==> config.mk <==
export PLATFORM = sky130hd
export DESIGN_NAME = gravity_acceleration_sum
export DESIGN_NICKNAME = d
export VERILOG_FILES = /design/src/rtl/gacc_pkg.sv /design/src/rtl/gacc_ram.sv /design/src/rtl/gacc_div.sv /design/src/rtl/gravity_acceleration_sum.sv
export SDC_FILE = /design/constraint.sdc
export NUM_CORES = 2
export LEC_CHECK = 0
export ABC_AREA = 1
export BUFFER_PORTS_ARGS = -buffer_cell sky130_fd_sc_hd__buf_2
export CORE_MARGIN = 2
export CORE_UTILIZATION = 60
export DETAILED_ROUTE_END_ITERATION = 12
export MAX_ROUTING_LAYER = met4
export PLACE_DENSITY = 0.76
export SYNTH_ARGS = -nofsm -noshare
export SYNTH_HDL_FRONTEND = slang
export SYNTH_SLANG_ARGS = --single-unit
==> constraint.sdc <==
create_clock -name clk_i -period 12.5 [get_ports clk_i]
set_clock_uncertainty 0.2 [all_clocks]
set_input_delay 0.625 -clock clk_i [delete_from_list [all_inputs] [get_ports clk_i]]
set_output_delay 0.625 -clock clk_i [all_outputs]
set_load 0.01 [all_outputs]
==> src/rtl/gacc_pkg.sv <==
package gacc_pkg;

  // Table size
  localparam int MAX_SOURCES = 16;
  localparam int SRC_AW = (MAX_SOURCES > 1) ? $clog2(MAX_SOURCES) : 1;
  localparam int SRC_CW = $clog2(MAX_SOURCES + 1);

  // Field widths
  localparam int POS_W  = 24;
  localparam int MASS_W = 24;
  localparam int ACC_OUT_W = 32;

  // Datapath widths
  localparam int DIFF_W = POS_W + 1;          // source minus body, signed
  localparam int MAG_W  = POS_W + 1;          // magnitude of the difference
  localparam int PROD_W = 2 * MAG_W;          // shared multiplier product
  localparam int DSQ_W  = PROD_W;             // dx^2 + dy^2 stays below 2^50
  localparam int DVD_W  = PROD_W + 8;         // mag * mass * 256
  // The distance threshold bounds every quotient below mass * 256 / 2560 < 2^21
  localparam int QUO_W  = 21;
  localparam int ACC_W  = 40;                 // holds 256 terms of QUO_W bits plus sign
  localparam int ENT_W  = 2 * POS_W + MASS_W; // one table entry

  // 100 units squared in Q.16
  localparam logic [DSQ_W-1:0] DSQ_THRESH = DSQ_W'(100) << 16;

  // Saturation limits
  localparam logic signed [ACC_W-1:0] ACC_MAX = ACC_W'(64'sd2147483647);
  localparam logic signed [ACC_W-1:0] ACC_MIN = -ACC_W'(64'sd2147483648);

  typedef enum logic [1:0] {
    KIND_CLEAR = 2'd0,
    KIND_ADD   = 2'd1,
    KIND_QUERY = 2'd2
  } kind_e;

endpackage

==> src/rtl/gacc_ram.sv <==
module gacc_ram #(
  parameter int WIDTH = 8,
  parameter int DEPTH = 16
) (
  input  logic                                         clk_i,
  input  logic                                         we_i,
  input  logic [((DEPTH > 1) ? $clog2(DEPTH) : 1)-1:0] waddr_i,
  input  logic [WIDTH-1:0]                             wdata_i,
  input  logic [((DEPTH > 1) ? $clog2(DEPTH) : 1)-1:0] raddr_i,
  output logic [WIDTH-1:0]                             rdata_o
);

  logic [WIDTH-1:0] mem_q [DEPTH];

  // Single write port, registered read port
  always_ff @(posedge clk_i) begin
    if (we_i) begin
      mem_q[waddr_i] <= wdata_i;
    end
    rdata_o <= mem_q[raddr_i];
  end

endmodule

==> src/rtl/gacc_div.sv <==
module gacc_div (
  input  logic                          clk_i,
  input  logic                          rst_ni,
  input  logic                          start_i,
  input  logic [gacc_pkg::DVD_W-1:0]    dividend_i,
  input  logic [gacc_pkg::DSQ_W-1:0]    divisor_i,
  output logic                          done_o,
  output logic [gacc_pkg::QUO_W-1:0]    quot_o
);

  localparam int SH_W  = gacc_pkg::DSQ_W + gacc_pkg::QUO_W - 1;
  localparam int CNT_W = (gacc_pkg::QUO_W > 1) ? $clog2(gacc_pkg::QUO_W) : 1;

  logic                        busy_q, busy_d;
  logic                        done_q, done_d;
  logic [CNT_W-1:0]            cnt_q, cnt_d;
  logic [gacc_pkg::DVD_W-1:0]  rem_q, rem_d;
  logic [SH_W-1:0]             dsh_q, dsh_d;
  logic [gacc_pkg::QUO_W-1:0]  quo_q, quo_d;
  logic                        fits;

  // Restoring division, one quotient bit per cycle, MSB first
  assign fits = SH_W'(rem_q) >= dsh_q;

  always_comb begin
    busy_d = busy_q;
    done_d = 1'b0;
    cnt_d  = cnt_q;
    rem_d  = rem_q;
    dsh_d  = dsh_q;
    quo_d  = quo_q;
    if (start_i && !busy_q) begin
      busy_d = 1'b1;
      cnt_d  = CNT_W'(gacc_pkg::QUO_W - 1);
      rem_d  = dividend_i;
      dsh_d  = SH_W'(divisor_i) << (gacc_pkg::QUO_W - 1);
      quo_d  = '0;
    end else if (busy_q) begin
      if (fits) begin
        rem_d = rem_q - dsh_q[gacc_pkg::DVD_W-1:0];
      end
      quo_d = {quo_q[gacc_pkg::QUO_W-2:0], fits};
      dsh_d = dsh_q >> 1;
      cnt_d = cnt_q - 1'b1;
      if (cnt_q == '0) begin
        busy_d = 1'b0;
        done_d = 1'b1;
      end
    end
  end

  always_ff @(posedge clk_i or negedge rst_ni) begin
    if (!rst_ni) begin
      busy_q <= 1'b0;
      done_q <= 1'b0;
      cnt_q  <= '0;
    end else begin
      busy_q <= busy_d;
      done_q <= done_d;
      cnt_q  <= cnt_d;
    end
  end

  // Working registers
  always_ff @(posedge clk_i) begin
    rem_q <= rem_d;
    dsh_q <= dsh_d;
    quo_q <= quo_d;
  end

  assign done_o = done_q;
  assign quot_o = quo_q;

endmodule

==> src/rtl/gravity_acceleration_sum.sv <==
// Gravity source table with direct-sum acceleration query. Clear, add and unused-kind
// transactions give their result in the cycle after they are taken; a query walks
// the stored sources one at a time through a single shared 25x25 multiplier and a
// radix-2 divider that produces 21 quotient bits. Only a source that lies beyond
// the distance threshold is counted; a source inside it is dropped right after its
// squared distance is checked. A query on an empty table answers in the cycle after
// it is taken, like the other kinds. A counted source costs four multiplier passes,
// one table read and two divisions. busy is high from the cycle after a query on a
// nonempty table is taken until its result is shown. Every transaction gives exactly
// one result, shown for one cycle with done_o; the receiver cannot stall it, so it
// must take results as they come.
module gravity_acceleration_sum (
  input  logic                                clk_i,
  input  logic                                rst_ni,
  input  logic                                start,
  output logic                                busy,
  input  logic [1:0]                          kind_i,
  input  logic signed [gacc_pkg::POS_W-1:0]   pos_x_i,
  input  logic signed [gacc_pkg::POS_W-1:0]   pos_y_i,
  input  logic [gacc_pkg::MASS_W-1:0]         mass_i,
  output logic                                done_o,
  output logic signed [gacc_pkg::ACC_OUT_W-1:0] accel_x_o,
  output logic signed [gacc_pkg::ACC_OUT_W-1:0] accel_y_o,
  output logic                                table_full_o
);

  typedef enum logic [13:0] {
    ST_IDLE  = 14'b00000000000001,
    ST_READ  = 14'b00000000000010,
    ST_LOAD  = 14'b00000000000100,
    ST_SQX   = 14'b00000000001000,
    ST_SQY   = 14'b00000000010000,
    ST_CHK   = 14'b00000000100000,
    ST_MULX  = 14'b00000001000000,
    ST_DSTX  = 14'b00000010000000,
    ST_WAITX = 14'b00000100000000,
    ST_MULY  = 14'b00001000000000,
    ST_DSTY  = 14'b00010000000000,
    ST_WAITY = 14'b00100000000000,
    ST_NEXT  = 14'b01000000000000,
    ST_FIN   = 14'b10000000000000
  } state_e;

  state_e state_q, state_d;

  logic [gacc_pkg::SRC_CW-1:0]        count_q, count_d;
  logic [gacc_pkg::SRC_CW-1:0]        idx_q, idx_d;
  logic signed [gacc_pkg::POS_W-1:0]  bx_q, by_q;
  logic [gacc_pkg::MAG_W-1:0]         mx_q, my_q;
  logic                               nx_q, ny_q;
  logic [gacc_pkg::MASS_W-1:0]        m_q;
  logic [gacc_pkg::DSQ_W-1:0]         dsq_q;
  logic [gacc_pkg::PROD_W-1:0]        num_q;
  logic signed [gacc_pkg::ACC_W-1:0]  ax_q, ay_q;
  logic                               done_q, done_d;
  logic signed [gacc_pkg::ACC_OUT_W-1:0] out_x_q, out_y_q;
  logic                               full_q;

  logic                               accept;
  logic                               tbl_full;
  logic                               ram_we;
  logic [gacc_pkg::ENT_W-1:0]         ram_rdata;
  logic signed [gacc_pkg::POS_W-1:0]  src_x, src_y;
  logic signed [gacc_pkg::DIFF_W-1:0] dx, dy;
  logic [gacc_pkg::MAG_W-1:0]         mul_a, mul_b;
  logic [gacc_pkg::PROD_W-1:0]        mul_p;
  logic                               div_start, div_done;
  logic [gacc_pkg::QUO_W-1:0]         div_quot;
  logic signed [gacc_pkg::ACC_W-1:0]  term;

  assign accept   = start && (state_q == ST_IDLE);
  assign busy     = (state_q != ST_IDLE);
  assign tbl_full = (count_q == gacc_pkg::SRC_CW'(gacc_pkg::MAX_SOURCES));
  assign ram_we   = accept && (kind_i == gacc_pkg::KIND_ADD) && !tbl_full;

  // Source table
  gacc_ram #(
    .WIDTH (gacc_pkg::ENT_W),
    .DEPTH (gacc_pkg::MAX_SOURCES)
  ) u_table (
    .clk_i   (clk_i),
    .we_i    (ram_we),
    .waddr_i (count_q[gacc_pkg::SRC_AW-1:0]),
    .wdata_i ({pos_x_i, pos_y_i, mass_i}),
    .raddr_i (idx_q[gacc_pkg::SRC_AW-1:0]),
    .rdata_o (ram_rdata)
  );

  assign src_x = ram_rdata[gacc_pkg::ENT_W-1 -: gacc_pkg::POS_W];
  assign src_y = ram_rdata[gacc_pkg::MASS_W +: gacc_pkg::POS_W];
  assign dx    = gacc_pkg::DIFF_W'(src_x) - gacc_pkg::DIFF_W'(bx_q);
  assign dy    = gacc_pkg::DIFF_W'(src_y) - gacc_pkg::DIFF_W'(by_q);

  // Shared multiplier: squares first, then magnitude times mass
  always_comb begin
    case (state_q)
      ST_SQX:  begin mul_a = mx_q; mul_b = mx_q; end
      ST_SQY:  begin mul_a = my_q; mul_b = my_q; end
      ST_MULX: begin mul_a = mx_q; mul_b = gacc_pkg::MAG_W'(m_q); end
      ST_MULY: begin mul_a = my_q; mul_b = gacc_pkg::MAG_W'(m_q); end
      default: begin mul_a = '0;   mul_b = '0; end
    endcase
  end
  assign mul_p = mul_a * mul_b;

  // Shared divider
  assign div_start = (state_q == ST_DSTX) || (state_q == ST_DSTY);

  gacc_div u_div (
    .clk_i      (clk_i),
    .rst_ni     (rst_ni),
    .start_i    (div_start),
    .dividend_i ({num_q, 8'b0}),
    .divisor_i  (dsq_q),
    .done_o     (div_done),
    .quot_o     (div_quot)
  );

  // Signed term from the quotient
  always_comb begin
    term = gacc_pkg::ACC_W'(div_quot);
    if ((state_q == ST_WAITX) ? nx_q : ny_q) begin
      term = -term;
    end
  end

  // Sequencer
  always_comb begin
    state_d = state_q;
    count_d = count_q;
    idx_d   = idx_q;
    done_d  = 1'b0;
    case (state_q)
      ST_IDLE: begin
        if (accept) begin
          case (kind_i)
            gacc_pkg::KIND_CLEAR: begin
              count_d = '0;
              done_d  = 1'b1;
            end
            gacc_pkg::KIND_ADD: begin
              if (!tbl_full) begin
                count_d = count_q + 1'b1;
              end
              done_d = 1'b1;
            end
            gacc_pkg::KIND_QUERY: begin
              idx_d = '0;
              if (count_q == '0) begin
                done_d = 1'b1;
              end else begin
                state_d = ST_READ;
              end
            end
            default: done_d = 1'b1;
          endcase
        end
      end
      ST_READ:  state_d = ST_LOAD;
      ST_LOAD:  state_d = ST_SQX;
      ST_SQX:   state_d = ST_SQY;
      ST_SQY:   state_d = ST_CHK;
      ST_CHK:   state_d = (dsq_q > gacc_pkg::DSQ_THRESH) ? ST_MULX : ST_NEXT;
      ST_MULX:  state_d = ST_DSTX;
      ST_DSTX:  state_d = ST_WAITX;
      ST_WAITX: if (div_done) state_d = ST_MULY;
      ST_MULY:  state_d = ST_DSTY;
      ST_DSTY:  state_d = ST_WAITY;
      ST_WAITY: if (div_done) state_d = ST_NEXT;
      ST_NEXT: begin
        if ((idx_q + 1'b1) < count_q) begin
          idx_d   = idx_q + 1'b1;
          state_d = ST_READ;
        end else begin
          state_d = ST_FIN;
        end
      end
      ST_FIN: begin
        done_d  = 1'b1;
        state_d = ST_IDLE;
      end
      default: state_d = ST_IDLE;
    endcase
  end

  always_ff @(posedge clk_i or negedge rst_ni) begin
    if (!rst_ni) begin
      state_q <= ST_IDLE;
      count_q <= '0;
      idx_q   <= '0;
      done_q  <= 1'b0;
    end else begin
      state_q <= state_d;
      count_q <= count_d;
      idx_q   <= idx_d;
      done_q  <= done_d;
    end
  end

  // Datapath registers
  always_ff @(posedge clk_i) begin
    if (accept) begin
      bx_q <= pos_x_i;
      by_q <= pos_y_i;
      ax_q <= '0;
      ay_q <= '0;
    end
    if (state_q == ST_LOAD) begin
      nx_q <= dx[gacc_pkg::DIFF_W-1];
      ny_q <= dy[gacc_pkg::DIFF_W-1];
      mx_q <= dx[gacc_pkg::DIFF_W-1] ? gacc_pkg::MAG_W'(-dx) : gacc_pkg::MAG_W'(dx);
      my_q <= dy[gacc_pkg::DIFF_W-1] ? gacc_pkg::MAG_W'(-dy) : gacc_pkg::MAG_W'(dy);
      m_q  <= ram_rdata[gacc_pkg::MASS_W-1:0];
    end
    if (state_q == ST_SQX) begin
      dsq_q <= mul_p;
    end
    if (state_q == ST_SQY) begin
      dsq_q <= dsq_q + mul_p;
    end
    if ((state_q == ST_MULX) || (state_q == ST_MULY)) begin
      num_q <= mul_p;
    end
    if ((state_q == ST_WAITX) && div_done) begin
      ax_q <= ax_q + term;
    end
    if ((state_q == ST_WAITY) && div_done) begin
      ay_q <= ay_q + term;
    end
  end

  // Result registers, with saturation of the sums
  always_ff @(posedge clk_i) begin
    if (accept) begin
      out_x_q <= '0;
      out_y_q <= '0;
      full_q  <= (kind_i == gacc_pkg::KIND_ADD) && tbl_full;
    end else if (state_q == ST_FIN) begin
      full_q <= 1'b0;
      if (ax_q > gacc_pkg::ACC_MAX) begin
        out_x_q <= gacc_pkg::ACC_OUT_W'(gacc_pkg::ACC_MAX);
      end else if (ax_q < gacc_pkg::ACC_MIN) begin
        out_x_q <= gacc_pkg::ACC_OUT_W'(gacc_pkg::ACC_MIN);
      end else begin
        out_x_q <= gacc_pkg::ACC_OUT_W'(ax_q);
      end
      if (ay_q > gacc_pkg::ACC_MAX) begin
        out_y_q <= gacc_pkg::ACC_OUT_W'(gacc_pkg::ACC_MAX);
      end else if (ay_q < gacc_pkg::ACC_MIN) begin
        out_y_q <= gacc_pkg::ACC_OUT_W'(gacc_pkg::ACC_MIN);
      end else begin
        out_y_q <= gacc_pkg::ACC_OUT_W'(ay_q);
      end
    end
  end

  assign done_o       = done_q;
  assign accel_x_o    = out_x_q;
  assign accel_y_o    = out_y_q;
  assign table_full_o = full_q;

endmodule

==> metrics.csv <==
stage,metric,value,unit
worst_setup_path,cp-end-kind,flop,
clock_tree,clock_latency,0.85,ns
floorplanning,rows,156,
sta,fin_ws,1.184,ns
clock_tree,numCtsBuffers,181,
pwr,ir_drop,0.1789,mV
worst_setup_path,cp-start-kind,flop,
clock_tree,cts-root-buf,clkbuf_16,
logic_synthesis,synthXorXnorAreaFrac,1.336,%
pwr,power.density,119.8,nW/um^2
min_path,hold_depth,0,
logic_synthesis,synthMuxAreaShare,2.651,%
logic_synthesis,synth_nets,12420,
worst_setup_path,slowest_delay,0.58,ns
pwr,leakage,51.16,nW
drt,via_per_inst,5.865,
drt,firstDrtPassIters,8,
worst_setup_path,crit_slowest_cell,nor2_8,
clock_tree,clk_pin_slew,0.07,ns
logic_synthesis,synth_cells,11370,
clock_tree,cts_setup_buffers,0,
min_path,hp-start,u_table.rdata_o[13]$_DFF_P_,
global_routing,grt.total_usage,34.91,%
floorplanning,ios,144,
drt,vias,82360,
drt,wl_per_cell,22.42,um
logic_synthesis,synth_seq_cells,1774,
sta,drv_slew,0,
logic_synthesis,synth_top_family_by_area,adder cells,
min_path,min_to,m_q[13]$_DFFE_PP_,
worst_setup_path,r2r_slack,1.18,ns
clock_tree,clock_path_buffers,3,
floorplanning,core_area,180400,sq um
worst_setup_path,reg2reg_to,dsq_q[47]$_DFFE_PP_,
clock_tree,post_cts_resized,0,
min_path,hold_path_class,reg -> reg,
worst_setup_path,setup.worst_path.class,reg -> reg,
clock_tree,cts_tree,yes,
placement,detailedPlace.worstSlack,1.365,ns
final_layout,layout-drive-gt1-share,6.325,%
global_routing,grt_pass1_vias,81780,
global_routing,grt_max_degree,224,
sta,min_period,11.32,ns
placement,routabilityCongestion,1.073,
logic_synthesis,synth_compound_area_share,11.78,%
drt,drtIter0Drc,8433,
sta,maxSlewHeadroom,14.97,%
sta,tightest_slew,1.274,ns
final_layout,nFillCells,14200,
logic_synthesis,synth_seq_area_share,47.14,%
floorplanning,initial_utilization,60.30,%
global_routing,grt_pass1_wl,481000,um
pwr,combPwrFrac,14.3,%
final_layout,final_nets,12540,
pwr,power_frac_clock,37.9,%
run,drv_cap,0,
pwr,p_switching,0.003935,W
floorplanning,die_area,184700,sq um
sta,rsz0062_at_grt,no,
logic_synthesis,synth_edf_count,1557,
worst_setup_path,path_max_fanout,27,
sta,fin_crit_sh,90.53,%
sta,hold_violations,0,
logic_synthesis,synthArstFlopShare,1.804,%
worst_setup_path,r2r-start,state_q[13]$_DFFE_PN0P_,
placement,hpwl,222100,um
logic_synthesis,synth_fa_ha_area_share,14.82,%
worst_setup_path,cp.required,12.86,ns
logic_synthesis,synth.distinct_cells,67,
drt,drc_errors,0,
logic_synthesis,syn_avg_cell_area,9.565,sq um
sta,setup_violations,0,
placement,io_buffers,143,
final_layout,syn2layout_area_growth,8.957,%
floorplanning,die_w,429.7,um
drt,final_antenna_net_count,0,
logic_synthesis,yosys_warnings,0,
pwr,swShare,27.73,%
logic_synthesis,ys.flop_type,edfxtp_1,
outcome,outcome,"finished, final reports clean",
drt,drt_wl_total,314800,um
sta,tns,0,ns
logic_synthesis,synth_area,108700,sq um
clock_tree,clkSinkCount,1774,
logic_synthesis,synthSimpleGateAreaFrac,13.17,%
worst_setup_path,arrival,11.68,ns
global_routing,overflow,0,
pwr,intPower,0.01026,W
sta,fmax,88.37,MHz
clock_tree,htree_levels,4,
global_routing,antenna_found_initial,18,
pwr,p_seq_share,47.8,%
floorplanning,die_h,429.7,um
worst_setup_path,reg2reg_depth,42,
==> worst max-delay path by stage <==
| stage | slack (ns) | endpoint | depth (start not counted) | startpoint |
|---|---|---|---|---|
| final | 1.18 | dsq_q[47]$_DFFE_PP_ | 42 | state_q[13]$_DFFE_PN0P_ |
| after global routing | 0.61 | dsq_q[47]$_DFFE_PP_ | 43 | state_q[1]$_DFFE_PN0P_ |
| after CTS | 1.30 | dsq_q[47]$_DFFE_PP_ | 42 | state_q[13]$_DFFE_PN0P_ |
| after detailed placement | 1.37 | dsq_q[47]$_DFFE_PP_ | 42 | state_q[13]$_DFFE_PN0P_ |
| after global placement | 1.36 | dsq_q[47]$_DFFE_PP_ | 42 | state_q[12]$_DFFE_PN0P_ |
| after floorplan | 3.38 | dsq_q[47]$_DFFE_PP_ | 45 | state_q[5]$_DFFE_PN0P_ |
==> power by group through the flow <==
stage / Sequential (W) / Combinational, W / Clock [W]
final: 0.00678 / 0.00203 / 0.00539
after detailed placement: 0.00690 / 0.00196 / 0
after floorplan: 0.00687 / 0.00132 / 0
after CTS: 0.00678 / 0.00199 / 0.00544
after global placement: 0.00690 / 0.00193 / 0
after global routing: 0.00679 / 0.00224 / 0.00565
==> cell families (layout without fill, tap and decap cells) <==
kind of cell / count (synthesis) / in the layout
buffers and inverters: 2512 / 2795
and+or+nand+nor: 3472 / 3472
DFF: 1774 / 1774
adders and majority gates: 969 / 969
AOI/OAI and AO/OA: 2189 / 2189
other: 0 / 19
muxes: 288 / 288
xor gates and xnor gates: 165 / 165
==> cell type report <==
class / count / area [sq um] / area share [%]
antenna: 19 / 47.55 / 0.04013
sequential: 1774 / 51280 / 43.28
inverter: 2107 / 7928 / 6.691
clock buffer: 240 / 4986 / 4.208
clock inverter: 102 / 965.9 / 0.8152
timing repair buffer: 346 / 2452 / 2.070
multi-input combinational: 7083 / 47870 / 40.40
tap: 2370 / 2965 / 2.503
==> layout by cell type (no fill, tap or decap), drive strengths merged, types with 81 or more instances in the layout <==
master | netlist | routed
buf | 207 | 271
nand2 | 2177 | 2177
mux2i | 288 | 288
nand3 | 363 | 363
nor2 | 684 | 684
clkbuf | 198 | 240
inv | 2105 | 2109
a21oi | 826 | 826
o21ai | 810 | 810
ha | 437 | 437
nand4 | 99 | 99
o22ai | 81 | 81
edfxtp | 1557 | 1557
clkinv | 2 | 83
xor2 | 91 | 91
dfxtp | 185 | 185
o211ai | 292 | 292
fa | 532 | 532
==> state kept, by name, summed over array words and instances (netlist names), 21 cells and up <==
| signal | cells |
|---|---|
| u_table.mem_q | 1152 |
| mx_q | 25 |
| accel_x_o | 32 |
| bx_q | 24 |
| by_q | 24 |
| u_div.rem_q | 58 |
| dsq_q | 50 |
| m_q | 24 |
| u_div.dsh_q | 70 |
| u_table.rdata_o | 72 |
| num_q | 50 |
| ax_q | 40 |
| u_div.quot_o | 21 |
| accel_y_o | 32 |
| my_q | 25 |
| ay_q | 40 |
==> cells in the mapped netlist (8+ instances only) <==
| library cell | instances | share of area (%) |
|---|---|---|
| nand2_1 | 2153 | 7.4 |
| inv_1 | 2085 | 7.2 |
| edfxtp_1 | 1557 | 43 |
| a21oi_1 | 824 | 3.8 |
| o21ai_0 | 771 | 3.5 |
| nor2_1 | 660 | 2.3 |
| fa_1 | 532 | 9.8 |
| ha_1 | 437 | 5.0 |
| nand3_1 | 358 | 1.6 |
| o211ai_1 | 292 | 2.0 |
| mux2i_1 | 288 | 2.7 |
| clkbuf_1 | 198 | 0.68 |
| dfxtp_1 | 185 | 3.4 |
| buf_2 | 122 | 0.56 |
| nand4_1 | 97 | 0.56 |
| xor2_1 | 90 | 0.72 |
| xnor2_1 | 74 | 0.60 |
| nor3_1 | 70 | 0.32 |
| o22ai_1 | 55 | 0.32 |
| buf_4 | 36 | 0.25 |
| o21a_1 | 35 | 0.24 |
| nor4_1 | 34 | 0.20 |
| o21bai_1 | 34 | 0.23 |
| dfrtp_1 | 31 | 0.71 |
| a21o_1 | 25 | 0.17 |
| buf_1 | 25 | 0.086 |
| buf_6 | 24 | 0.25 |
| o221ai_2 | 24 | 0.33 |
| a21boi_0 | 22 | 0.15 |
| a31oi_1 | 22 | 0.13 |
| o21ai_2 | 22 | 0.18 |
| nand2_2 | 20 | 0.12 |
| o22ai_4 | 20 | 0.37 |
| inv_2 | 17 | 0.059 |
| nor2_2 | 17 | 0.098 |
| o21ai_1 | 17 | 0.078 |
| nand3b_1 | 12 | 0.083 |
| or2_2 | 9 | 0.052 |
| and2_1 | 8 | 0.046 |
==> worst max-delay path: cells and delay by family (launching register included) <==
family	cells	cell delay, ns
fa+ha+maj	9	4.19
compound gates	6	1.81
simple gates	14	2.78
buf+inv	12	1.12
xor+xnor	1	0.44
flops	1	0.42
==> stage by stage <==
step | cell area (sq um) | cells | hold slack (ns) | total power [W] | utilization [%]
final | 118500 | 14040 | 0.2008 | 0.01419 | 65.70
after global routing | 118500 | 14040 | 0.2142 | 0.01468 | 65.69
after CTS | 118400 | 14020 | 0.1332 | 0.01421 | 65.67
after detailed placement | 111700 | 13610 | 0.1928 | 0.008866 | 61.95
after global placement | 111700 | 13610 | 0.1898 | 0.008826 | 61.95
after floorplan | 108700 | 11370 | 0.1294 | 0.008186 | -
==> layer usage <==
layer  wire length, um  global-route usage (%)  vias up
li1                  -                       -    37980
met1            125600                   44.93    40050
met2            150900                   56.07     3561
met3             24920                   5.377      771
met4             13370                   13.44        0
met5                 0                       -        -
==> timing repair <==
item	in CTS	in global routing
setup endpoints to repair	0	0
hold buffers	75	0
hold endpoints to repair	1234	0
Note: power is estimated with default switching activity, not from simulation.
